===== src/rtl/core/sspq_pkg.sv =====
package sspq_pkg;

    // command codes
    localparam logic [1:0] CMD_INSERT = 2'd0;
    localparam logic [1:0] CMD_REMOVE = 2'd1;
    localparam logic [1:0] CMD_LIST   = 2'd2;
    localparam logic [1:0] CMD_NONE   = 2'd3;

    // status codes
    localparam logic [1:0] ST_OK    = 2'd0;
    localparam logic [1:0] ST_EMPTY = 2'd1;
    localparam logic [1:0] ST_FULL  = 2'd2;

    // input beat
    typedef struct packed {
        logic [1:0]         command;
        logic signed [31:0] item_value;
        logic signed [31:0] item_priority;
    } in_t;

    // output beat
    typedef struct packed {
        logic signed [31:0] entry_value;
        logic signed [31:0] entry_priority;
        logic [1:0]         status;
        logic               last_of_run;
    } out_t;

    // one stored entry
    typedef struct packed {
        logic signed [31:0] value;
        logic signed [31:0] prio;
    } entry_t;

endpackage


===== src/rtl/core/stable_sorted_priority_queue.sv =====
// Stable sorted priority queue.
// Input channel in_valid/in_ready/in_data carries commands: insert an entry,
// remove the front entry, or list every entry. Output channel
// out_valid/out_ready/out_data carries results; the final beat of each
// command has last_of_run set. Entries leave in ascending priority, equal
// priorities in arrival order.
// Entries sit in a ring-addressed memory with one registered read port and
// one write port; a single comparator walks the ring from the back.
// Insert moves each entry of higher priority up one slot, from the back,
// then writes the new entry. Remove pops the front. List gives one beat
// per entry, front first, reading each after the previous beat is taken.
// Full and empty commands give one status beat; ignored ones give none.
// in_ready is high only while the sequencer is idle, so one command is
// in flight at a time. Results go through an output register: the next
// command is taken while the last beat waits there; if the receiver stalls,
// the sequencer holds its next beat until that register frees.
// Reset empties the queue at once; no clearing pass runs.
module stable_sorted_priority_queue
    import sspq_pkg::*;
#(
    parameter int CAPACITY = 16
) (
    input  logic clk,
    input  logic rst_n,
    input  logic in_valid,
    output logic in_ready,
    input  in_t  in_data,
    output logic out_valid,
    input  logic out_ready,
    output out_t out_data
);

    localparam int IDX_W = (CAPACITY > 1) ? $clog2(CAPACITY) : 1;
    localparam int CNT_W = $clog2(CAPACITY + 1);

    logic             res_valid;
    logic             res_ready;
    out_t             res_data;
    logic             mem_we;
    logic [IDX_W-1:0] mem_waddr;
    entry_t           mem_wdata;
    logic             mem_re;
    logic [IDX_W-1:0] mem_raddr;
    entry_t           mem_rdata;
    logic             out_valid_reg;
    out_t             out_data_reg;

    sspq_seq #(
        .CAPACITY (CAPACITY),
        .IDX_W    (IDX_W),
        .CNT_W    (CNT_W)
    ) u_seq (
        .clk       (clk),
        .rst_n     (rst_n),
        .in_valid  (in_valid),
        .in_ready  (in_ready),
        .in_data   (in_data),
        .res_valid (res_valid),
        .res_ready (res_ready),
        .res_data  (res_data),
        .mem_we    (mem_we),
        .mem_waddr (mem_waddr),
        .mem_wdata (mem_wdata),
        .mem_re    (mem_re),
        .mem_raddr (mem_raddr),
        .mem_rdata (mem_rdata)
    );

    sspq_mem #(
        .DEPTH (CAPACITY),
        .IDX_W (IDX_W)
    ) u_mem (
        .clk   (clk),
        .we    (mem_we),
        .waddr (mem_waddr),
        .wdata (mem_wdata),
        .re    (mem_re),
        .raddr (mem_raddr),
        .rdata (mem_rdata)
    );

    // output register
    assign res_ready = !out_valid_reg || out_ready;

    always_ff @(posedge clk or negedge rst_n)
    begin
        if (!rst_n)
        begin
            out_valid_reg <= 1'b0;
        end
        else if (res_ready)
        begin
            out_valid_reg <= res_valid;
        end
    end

    always_ff @(posedge clk)
    begin
        if (res_valid && res_ready)
        begin
            out_data_reg <= res_data;
        end
    end

    assign out_valid = out_valid_reg;
    assign out_data  = out_data_reg;

endmodule


===== src/rtl/core/sspq_mem.sv =====
module sspq_mem
    import sspq_pkg::*;
#(
    parameter int DEPTH = 16,
    parameter int IDX_W = 4
) (
    input  logic             clk,
    input  logic             we,
    input  logic [IDX_W-1:0] waddr,
    input  entry_t           wdata,
    input  logic             re,
    input  logic [IDX_W-1:0] raddr,
    output entry_t           rdata
);

    entry_t mem [DEPTH];
    entry_t rdata_reg;

    // write port
    always_ff @(posedge clk)
    begin
        if (we)
        begin
            mem[waddr] <= wdata;
        end
    end

    // registered read port
    always_ff @(posedge clk)
    begin
        if (re)
        begin
            rdata_reg <= mem[raddr];
        end
    end

    assign rdata = rdata_reg;

endmodule


===== src/rtl/core/sspq_seq.sv =====
module sspq_seq
    import sspq_pkg::*;
#(
    parameter int CAPACITY = 16,
    parameter int IDX_W    = 4,
    parameter int CNT_W    = 5
) (
    input  logic             clk,
    input  logic             rst_n,
    // command side
    input  logic             in_valid,
    output logic             in_ready,
    input  in_t              in_data,
    // result side
    output logic             res_valid,
    input  logic             res_ready,
    output out_t             res_data,
    // store port
    output logic             mem_we,
    output logic [IDX_W-1:0] mem_waddr,
    output entry_t           mem_wdata,
    output logic             mem_re,
    output logic [IDX_W-1:0] mem_raddr,
    input  entry_t           mem_rdata
);

    localparam logic [3:0] S_IDLE    = 4'd0;
    localparam logic [3:0] S_INS_RD  = 4'd1;
    localparam logic [3:0] S_INS_CMP = 4'd2;
    localparam logic [3:0] S_RM_DAT  = 4'd3;
    localparam logic [3:0] S_LS_RD   = 4'd4;
    localparam logic [3:0] S_LS_DAT  = 4'd5;
    localparam logic [3:0] S_LS_EMIT = 4'd6;
    localparam logic [3:0] S_EMIT    = 4'd7;

    localparam logic [CNT_W-1:0] FULL_CNT = CNT_W'(CAPACITY);
    localparam logic [CNT_W:0]   WRAP_CNT = (CNT_W+1)'(CAPACITY);

    logic [3:0]       state_reg, state_next;
    logic [CNT_W-1:0] cur_reg, cur_next;
    logic [IDX_W-1:0] head_reg, head_next;
    logic [CNT_W-1:0] occ_reg, occ_next;
    entry_t           new_reg, new_next;
    out_t             res_reg, res_next;

    // logical position to slot index in the ring
    function automatic logic [IDX_W-1:0] phys(input logic [IDX_W-1:0] head,
                                              input logic [CNT_W-1:0] k);
        logic [CNT_W:0] s;
        s = (CNT_W+1)'(head) + (CNT_W+1)'(k);
        if (s >= WRAP_CNT)
        begin
            s = s - WRAP_CNT;
        end
        return s[IDX_W-1:0];
    endfunction

    assign in_ready  = (state_reg == S_IDLE);
    assign res_valid = (state_reg == S_EMIT) || (state_reg == S_LS_EMIT);
    assign res_data  = res_reg;

    // sequencer
    always_comb
    begin
        state_next = state_reg;
        cur_next   = cur_reg;
        head_next  = head_reg;
        occ_next   = occ_reg;
        new_next   = new_reg;
        res_next   = res_reg;
        mem_we     = 1'b0;
        mem_waddr  = phys(head_reg, cur_reg);
        mem_wdata  = new_reg;
        mem_re     = 1'b0;
        mem_raddr  = phys(head_reg, cur_reg);

        unique case (state_reg)
            S_IDLE:
            begin
                if (in_valid)
                begin
                    new_next.value = in_data.item_value;
                    new_next.prio  = in_data.item_priority;
                    res_next       = '{entry_value: '0, entry_priority: '0,
                                       status: ST_EMPTY, last_of_run: 1'b1};
                    unique case (in_data.command)
                        CMD_INSERT:
                        begin
                            if (occ_reg == FULL_CNT)
                            begin
                                res_next.status = ST_FULL;
                                state_next      = S_EMIT;
                            end
                            else
                            begin
                                cur_next   = occ_reg;
                                state_next = S_INS_RD;
                            end
                        end
                        CMD_REMOVE:
                        begin
                            if (occ_reg == '0)
                            begin
                                state_next = S_EMIT;
                            end
                            else
                            begin
                                mem_re     = 1'b1;
                                mem_raddr  = head_reg;
                                state_next = S_RM_DAT;
                            end
                        end
                        CMD_LIST:
                        begin
                            if (occ_reg == '0)
                            begin
                                state_next = S_EMIT;
                            end
                            else
                            begin
                                cur_next   = '0;
                                state_next = S_LS_RD;
                            end
                        end
                        default:
                        begin
                            state_next = S_IDLE;
                        end
                    endcase
                end
            end

            // fetch the neighbor below the hole, or drop the entry at the front
            S_INS_RD:
            begin
                if (cur_reg == '0)
                begin
                    mem_we     = 1'b1;
                    mem_waddr  = head_reg;
                    occ_next   = occ_reg + 1'b1;
                    res_next   = '{entry_value: '0, entry_priority: '0,
                                   status: ST_OK, last_of_run: 1'b1};
                    state_next = S_EMIT;
                end
                else
                begin
                    mem_re     = 1'b1;
                    mem_raddr  = phys(head_reg, cur_reg - 1'b1);
                    state_next = S_INS_CMP;
                end
            end

            // shared compare: move the neighbor up or place the new entry
            S_INS_CMP:
            begin
                mem_we = 1'b1;
                if (mem_rdata.prio > new_reg.prio)
                begin
                    mem_wdata = mem_rdata;
                    cur_next  = cur_reg - 1'b1;
                    if (cur_reg != CNT_W'(1))
                    begin
                        mem_re    = 1'b1;
                        mem_raddr = phys(head_reg, cur_reg - CNT_W'(2));
                    end
                    else
                    begin
                        state_next = S_INS_RD;
                    end
                end
                else
                begin
                    occ_next   = occ_reg + 1'b1;
                    res_next   = '{entry_value: '0, entry_priority: '0,
                                   status: ST_OK, last_of_run: 1'b1};
                    state_next = S_EMIT;
                end
            end

            // pop the front entry
            S_RM_DAT:
            begin
                res_next   = '{entry_value: mem_rdata.value,
                               entry_priority: mem_rdata.prio,
                               status: ST_OK, last_of_run: 1'b1};
                head_next  = phys(head_reg, CNT_W'(1));
                occ_next   = occ_reg - 1'b1;
                state_next = S_EMIT;
            end

            S_LS_RD:
            begin
                mem_re     = 1'b1;
                state_next = S_LS_DAT;
            end

            S_LS_DAT:
            begin
                res_next   = '{entry_value: mem_rdata.value,
                               entry_priority: mem_rdata.prio,
                               status: ST_OK,
                               last_of_run: (cur_reg + 1'b1 == occ_reg)};
                state_next = S_LS_EMIT;
            end

            S_LS_EMIT:
            begin
                if (res_ready)
                begin
                    if (res_reg.last_of_run)
                    begin
                        state_next = S_IDLE;
                    end
                    else
                    begin
                        cur_next   = cur_reg + 1'b1;
                        state_next = S_LS_RD;
                    end
                end
            end

            S_EMIT:
            begin
                if (res_ready)
                begin
                    state_next = S_IDLE;
                end
            end

            default:
            begin
                state_next = S_IDLE;
            end
        endcase
    end

    // control state
    always_ff @(posedge clk or negedge rst_n)
    begin
        if (!rst_n)
        begin
            state_reg <= S_IDLE;
            cur_reg   <= '0;
            head_reg  <= '0;
            occ_reg   <= '0;
        end
        else
        begin
            state_reg <= state_next;
            cur_reg   <= cur_next;
            head_reg  <= head_next;
            occ_reg   <= occ_next;
        end
    end

    // payload
    always_ff @(posedge clk)
    begin
        new_reg <= new_next;
        res_reg <= res_next;
    end

endmodule


===== config.mk =====
export PLATFORM = sky130hd
export DESIGN_NAME = stable_sorted_priority_queue
export DESIGN_NICKNAME = d
export VERILOG_FILES = /design/src/rtl/core/sspq_pkg.sv /design/src/rtl/core/stable_sorted_priority_queue.sv /design/src/rtl/core/sspq_mem.sv /design/src/rtl/core/sspq_seq.sv
export SDC_FILE = /design/constraint.sdc
export NUM_CORES = 1
export LEC_CHECK = 0
export ABC_AREA = 1
export BUFFER_PORTS_ARGS = -buffer_cell sky130_fd_sc_hd__buf_2
export CORE_ASPECT_RATIO = 1.1
export CORE_MARGIN = 2
export CORE_UTILIZATION = 35
export CTS_CLUSTER_SIZE = 8
export DETAILED_ROUTE_END_ITERATION = 6
export GPL_TIMING_DRIVEN = 0
export HOLD_SLACK_MARGIN = 0.03
export SLEW_MARGIN = 20
export SYNTH_ARGS = -nofsm -noshare
export SYNTH_HDL_FRONTEND = slang
export SYNTH_SLANG_ARGS = --single-unit

===== constraint.sdc =====
create_clock -name clk -period 7.1 [get_ports clk]
set_input_delay 1.42 -clock clk [delete_from_list [all_inputs] [get_ports clk]]
set_output_delay 1.42 -clock clk [all_outputs]
set_load 0.01 [all_outputs]

# After elaboration in Yosys (flattened, before gate mapping)
# Memory sizes are Yosys's and may differ from the RTL's. A register that Yosys moved wholly into a read port is not among the register bits.
# Index checks and enable logic that the tools add are counted.
totals:
  out_inout_bits: 69
  latchBits: 0
  word_cells: 128
  ramBits: 1024
  reg_bits: 217
  mem_count: 1
  mem_bits_ro: 0
memory_table:
  columns: ["memory", "words", "width", "rd", "rd_clocked_by_memory_dff", "wr", "line_no", "source"]
  rows:
  - ["u_mem.mem", 16, 64, 1, 1, 1, "sspq_mem.sv:16", "entry_t mem [DEPTH];"]
op_classes:
  div_mod_pow: 0
  reduce_logical: 16
  n_eq_ne: 23
  order_cmp: 5
  mul: 0
  mux: 55
  addsub: 13
  n_shift: 0
  bitwise_logic: 0
ops:
  columns: ["op", "count"]
  rows:
  - ["case mux 67 bit (5 select lines)", 1]
  - ["two-way mux 67 bit", 3]
  - ["two-way mux 64 bit", 2]
  - ["two-way mux 4 bit", 17]
  - ["two-way mux 5 bit", 8]
  - ["> comparator 32 bit", 1]
  - ["case mux 4 bit (8 select lines)", 1]
  - ["case mux 5 bit (3 select lines)", 2]
  - ["case mux 4 bit (3 select lines)", 2]
  - ["adder 4 x 5 -> 6 bit", 3]
  - [">= comparator 6 x 5 -> 1 bit, second input constant", 3]
  - ["== test 4 x 3 -> 1 bit, second input constant", 4]
  - ["subtractor 4 x 1 -> 4 bit, second input constant", 4]
  - ["two-way mux 3 bit", 4]
  - ["adder 5 x 1 -> 5 bit, second input constant", 2]
  - ["zero test 5 bit", 2]
  - ["inequality test 2 bit, second input constant", 5]
  - ["case mux 5 bit (2 select lines)", 1]
  - ["subtractor 5 x 1 -> 5 bit, second input constant", 2]
  - ["two-way mux 1 bit", 9]
  - ["inequality test 3 bit, second input constant", 3]
  - ["== test 4 x 2 -> 1 bit, second input constant", 2]
  - ["AND reduction 4 bit", 2]
  - ["AND reduction 8 bit", 1]
  - ["other kinds (23)", 28]

# Logic depth before layout (Yosys ltp)
# Gate-level depths: netlist (run 1).
logic_depth:
  word_depth: 7
  ltp_mapped: 25
  depth_no_buf: 23

# Hierarchy
# A second synthesis (run 1) with hierarchy kept.
unflattened:
  cells_unflattened: 5142
  hier_area_um2: 56208.9
by_module_without_submodules:
  columns: ["module", "cells_each", "area_each_um2", "seq_area_each_um2", "n_inst"]
  rows:
  - ["sspq_mem", 4210, 45926.5, 32671.3, 1]
  - ["sspq_seq", 859, 8225.4, 4359.2, 1]
  - ["stable_sorted_priority_queue", 73, 2057.0, 2037.0, 1]

# Least setup slack after synthesis (run 1)
# Ideal clock, no wire load.
synth_timing:
  kind: "register to register"
  startpoint: "register, netlist name u_mem.rdata[31]"
  endpoint: "register u_seq.res_reg, in the netlist u_seq.res_data[0] (enable)"
  setup_slack_ns: 1.331
  arrival_time_ns: 5.255
  stages_incl_launch_ff: 15
  setup_time_ns: 0.514
  period_less_slack_ns: 5.769
  cell_sequence: "edfxtp_1 > ha_1 > nand2_1 > nor2_1 > nand2_1 > nor2_1 > nand2_1 > nand2_1 > nand2_1 > nand3_1 > inv_1 > nand2_1 > clkbuf_1 > nand3_1 > a21oi_1"
synth_between:
  elab_chain_cells: 3
synth_lines:
  columns: ["item", "line_no", "source"]
  rows:
  - ["> comparator 32 bit", "sspq_seq.sv:157", "if (mem_rdata.prio > new_reg.prio)"]
  - ["inequality test 2 bit (no line)", null, null]
  - ["AND reduction 4 bit (no line)", null, null]
  - ["end signal: assignment", "sspq_seq.sv:260", "res_reg <= res_next;"]
  - ["end: declaration", "sspq_seq.sv:44", "out_t res_reg, res_next;"]
# Every way passes these cells.
# A chain may end at the register's enable or synchronous reset.

==> flow_summary.yaml, run 1 <==
layout:
  final_common_cell: "nand2_1"
  fillers: 15200
  drive_gt1_frac: 0.130
  synthToLayoutAreaGrowth_pct: 18.5
  fin_area_um2: 67300
  final_cell_mix: "1,565 x nand2_1, 1,286 x edfxtp_1, 990 x nand3_1"
  largest_reg_flops: 1024
  fin_nets: 5876
global_routing:
  use_met2: 0.321
  grt_max_degree: 34
  use_met1: 0.280
  grt_pass1_wl_mm: 248
  antenna_found_initial: 11
  busiest_layer: "met2"
  grt_pass1_vias: 38100
  use_met3: 0.0410
  grt_overflow: 0
  track_usage: 0.203
yosys:
  ys_seq_area_frac: 0.688
  ys_types: 41
  ys_ff_latch: 1304
  avgSynthCellArea_um2: 10.7
  yosys_warnings: 0
  syn_nets: 5447
  syn-cell-area_um2: 56800
  netlist_instances: 5322
clock_tree:
  insertion_delay_ns: 0.81
  cts.reportedPaths.clkPinSlew_ns: 0.05
  clock-sinks: 1304
  cts_resized: 0
  cts_buffers: 181
  post_cts_buffers: 0
  cts_max_level: 4
  cts_root_buffer: "clkbuf_16"
  cts_tree: "done"
  holdBufCountCts: 0
  cts_buffer_depth: 3
sta:
  clock_skew_ns: 0.0344
  final_hold_viol_count: 0
  tightestPinTransition_ns: 1.03
  finalHoldWorstSlack_ns: 0.411
  period_needed_ns: 5.46
  clock.fmax_ghz: 0.183
  period_share: 0.768
  maxSlewViolCount: 0
  setup_viol: 0
  rsz0062_at_grt: "no"
  setup_tns_ns: 0
  slew_headroom: 0.311
  finalWorstSetupSlack_ns: 1.64
die:
  dieHeight_um: 426
  start_util: 0.351
  ioPinCount: 139
  die_w_um: 388
  num_rows: 155
  core_area_um2: 162000
  die_area_um2: 165000
detailed_routing:
  drtIter0Drc: 4589
  wl_per_cell_um: 21.5
  routed_wl_mm: 169
  drc_errors: 0
  via_per_inst: 5.06
  vias: 40000
  ant_nets: 0
  dr.pass1.iters: 6
placed_design:
  pre_cts_ws_ns: 1.66
  portBuffers: 138
  detailed_place_hpwl_mm: 119
  place_area_um2: 62400
  gp_congestion: 0.884
critical_path:
  worstSetupPathType: "reg2reg"
  end_kind: "register"
  crit_required_ns: 7.74
  worst_setup_path_start_kind: "register"
  crit_arrival_ns: 6.09
  crit_chain: "inv_1, ha_1, nand2_1, nor2_1, nand4_1, nor4_1, nand3_1, nand3_1, inv_1, nand2_1, clkbuf_2, clkbuf_1, nand2_1, o21ai_1, buf_4"
  cpPeakStageDelay_ns: 0.63
  crit_slowest_cell: "nor4_1"
  crit_top_cell: "nand2_1"
  crit_fanout: 10
outcome:
  status: "finished, final reports clean"
hold_path:
  hp-class: "reg2reg"
job:
  maxCapViolCount: 0
## synth_stat cells
master,n,share of area
inv_1,548,0.036
nor3b_1,1,0.00013
o22ai_1,1,0.00011
o21ai_0,94,0.0083
o21a_1,2,0.00026
nand3_2,2,0.00035
buf_2,219,0.019
fa_1,4,0.0014
nand3_1,991,0.087
a31oi_1,2,0.00022
xnor2_1,5,0.00077
o211ai_2,1,0.00022
or2_2,2,0.00022
nand4_1,5,0.00055
nand2_1,1566,0.10
nor3_1,5,0.00044
o221a_2,1,0.00020
clkbuf_1,72,0.0048
xor2_1,20,0.0031
ha_1,51,0.011
a21o_1,2,0.00026
a32oi_1,1,0.00015
nor2_2,1,0.00011
inv_2,4,0.00026
o21ai_1,125,0.011
edfxtp_1,1286,0.68
nor4_1,1,0.00011
a22oi_1,2,0.00026
a31oi_4,1,0.00037
nor4_2,1,0.00022
buf_1,17,0.0011
nor2_1,115,0.0076
clkinv_1,115,0.0076
o41ai_1,2,0.00031
dfrtp_1,18,0.0079
nand2_2,1,0.00011
o221ai_1,1,0.00015
o211ai_1,4,0.00053
nor3_4,1,0.00029
nor2_4,1,0.00020
a21oi_1,31,0.0027
## critical path: cells and delay by family (launching register included)
kind,cells,cell delay (ns)
and+or+nand+nor,8,2.35
buffers and inverters,5,1.75
DFF,1,0.49
AOI/OAI and AO/OA,1,0.35
adders and majority gates,1,0.32
## metrics by stage
stage | cells | utilization
global route | 7893 | 0.416
CTS | 7891 | 0.416
global placement | 7579 | 0.372
floorplan | 5322 | -
detailed placement | 7687 | 0.386
finish | 7899 | 0.416
## routing by layer
| metal | part of all wire | vias up | routed length (um) |
|---|---|---|---|
| met5 | 0.000077 | - | 13 |
| met4 | 0.024 | 2 | 4070 |
| met3 | 0.095 | 239 | 16100 |
| met2 | 0.46 | 1804 | 78000 |
| met1 | 0.42 | 19200 | 71300 |
| li1 | - | 18700 | - |
## logic make-up (layout without fill, tap and decap cells)
logic type	count (synthesis)	count (layout)	share of synthesized area
adder cells (fa/ha/maj)	55	55	0.0126
other	0	8	0
AND/OR/NAND/NOR	2693	2693	0.201
XOR/XNOR	25	25	0.00386
AO/OA/AOI/OAI	270	270	0.0251
buffers and inverters	975	1425	0.0693
flip-flops	1304	1304	0.688
## layout make-up
type	instances	area, um2	area share
repair buffers	246	2630	0.0390
clock buffers	191	4610	0.0685
diodes	8	20.0	0.000298
clock inverters	13	258	0.00383
flip-flops and latches	1304	39100	0.581
well taps	2119	2650	0.0394
inverters	667	2500	0.0372
plain buffers	308	1450	0.0215
multi-input cells	3043	14100	0.209
## final timing paths
check,start,end,slack (ns),depth (start not counted)
worst max register to register,u_seq.new_reg[7],u_mem.mem[7][37],1.64,15
worst min-delay path,u_seq.res_data[45],out_data[45],0.41,0
worst max-delay path,u_seq.new_reg[7],u_mem.mem[7][37],1.64,15
worst min register to register,u_seq.res_data[45],out_data[45],0.41,0
min in group asynchronous,rst_n,u_seq.occ_reg[1],0.58,1
max in group asynchronous,rst_n,u_seq.head_reg[3],6.19,1
Power of run 1 is left out: the tool's default activity adds up to more than one toggle a clock period on the data nets, which glitch-free logic cannot reach.
==> run 2, diff against run 1 <==
clock period = 5.65 ns   (was 7.1 ns; I/O delays follow)
==> run 2 against run 1 <==
  * Worst hold slack got worse by 0.11 ns
  * Routed wire length rose by 0.44%
  * Core utilization rose by 0.15 points
  * Register-to-register slack got worse by 1.2 ns
  * Die area did not move
  * Critical path depth fell by 1
  * Non-clock buffer count rose by 1
  * Count of clock-buffer cells in the layout rose by 11
  * Largest cell class unchanged
==> flow_summary.yaml, run 2 (synthesis results as in run 1) <==
outcome:
  status: "finished, final reports clean"
critical_path:
  crit_fanout: 10
  end_kind: "register"
  critical_path.top_delay_family: "buffers and inverters"
  crit_arrival_ns: 5.74
  crit_required_ns: 6.18
  crit_chain: "inv_1, ha_1, nand2_1, nor2_1, nand4_1, nor4_1, nand3_1, nand3_1, inv_1, nand2_1, clkbuf_1, clkbuf_1, o21ai_1, buf_4"
  worst_setup_path_start_kind: "register"
  crit_slowest_cell: "clkbuf_1"
  crit_buf_inv: 5
  worstSetupPathType: "reg2reg"
  cpPeakStageDelay_ns: 0.76
die:
  die_w_um: 388
  dieHeight_um: 426
  ioPinCount: 139
  start_util: 0.351
  die_area_um2: 165000
  num_rows: 155
  core_area_um2: 162000
layout:
  fin_nets: 5878
  largest_reg_flops: 1024
  final_cell_mix: "1,565 x nand2_1, 1,286 x edfxtp_1, 990 x nand3_1"
  final_common_cell: "nand2_1"
  drive_gt1_frac: 0.132
  fillers: 15200
  synthToLayoutAreaGrowth_pct: 18.9
sta:
  maxSlewViolCount: 0
  finalHoldWorstSlack_ns: 0.303
  slew_headroom: 0.201
  tightestPinTransition_ns: 1.20
  period_needed_ns: 5.22
  setup_viol: 0
  period_share: 0.923
  clock.fmax_ghz: 0.192
  rsz0062_at_grt: "no"
  clock_skew_ns: 0.0294
  final_hold_viol_count: 0
placed_design:
  gp_congestion: 0.869
  portBuffers: 138
  detailed_place_hpwl_mm: 119
clock_tree:
  cts_tree: "done"
  cts_max_level: 4
  cts_buffers: 182
  post_cts_buffers: 0
  insertion_delay_ns: 0.80
  holdBufCountCts: 0
  cts.reportedPaths.clkPinSlew_ns: 0.06
  clock-sinks: 1304
  cts_root_buffer: "clkbuf_16"
  cts_buffer_depth: 3
  cts_resized: 0
global_routing:
  grt_max_degree: 35
  grt_pass1_vias: 38300
  grt_pass1_wl_mm: 248
  antenna_found_initial: 7
  grt_overflow: 0
  track_usage: 0.203
detailed_routing:
  via_per_inst: 5.05
  vias: 40000
  dr.pass1.iters: 6
  ant_nets: 0
  wl_per_cell_um: 21.5
  drtIter0Drc: 4108
  routed_wl_mm: 170
  drc_errors: 0
hold_path:
  hp-class: "in2async"
job:
  maxCapViolCount: 0
## run 2: cell type report
type | count | area (um2) | share of cell area
clock buffers | 202 | 4670 | 0.0692
multi-input cells | 3043 | 14100 | 0.209
repair buffers | 247 | 2750 | 0.0407
plain buffers | 308 | 1450 | 0.0214
flip-flops and latches | 1304 | 39100 | 0.579
inverters | 667 | 2500 | 0.0371
diodes | 11 | 27.5 | 0.000408
well taps | 2119 | 2650 | 0.0393
clock inverters | 16 | 289 | 0.00428
## run 2: path summary, 6_finish.rpt
check / to / cells past startpoint / start / slack [ns]
worst min-delay path: u_seq.occ_reg[1] / 1 / rst_n / 0.30
worst min register to register: out_data[64] / 0 / u_seq.res_data[64] / 0.41
min in group clk: out_data[64] / 0 / u_seq.res_data[64] / 0.41
worst max register to register: u_mem.mem[15][0] / 14 / u_seq.new_reg[7] / 0.43
max in group asynchronous: u_seq.occ_reg[0] / 1 / rst_n / 5.00
worst max-delay path: u_mem.mem[15][0] / 14 / u_seq.new_reg[7] / 0.43
## run 2: through the flow
| step | util | worst slack [ns] | TNS, ns | instance area, um2 | cells |
|---|---|---|---|---|---|
| floorplan | - | 0.627 | 0 | 56800 | 5322 |
| global placement | 0.372 | -2.63 | -2711.07 | 60100 | 7579 |
| detailed placement | 0.387 | 0.548 | 0 | 62500 | 7688 |
| CTS | 0.417 | 0.507 | 0 | 67500 | 7906 |
| global route | 0.417 | 0.155 | 0 | 67500 | 7909 |
| finish | 0.417 | 0.433 | 0 | 67500 | 7917 |
## run 2: layer usage
layer | up-vias | track usage | wire length [um] | share of wire
li1 | 18700 | - | - | -
met3 | 283 | 0.0413 | 14600 | 0.086
met5 | - | 0 | 0 | 0
met1 | 19300 | 0.273 | 71600 | 0.42
met4 | 0 | 0.0748 | 5050 | 0.030
met2 | 1688 | 0.326 | 78900 | 0.46
Power of run 2 is left out for the same reason.
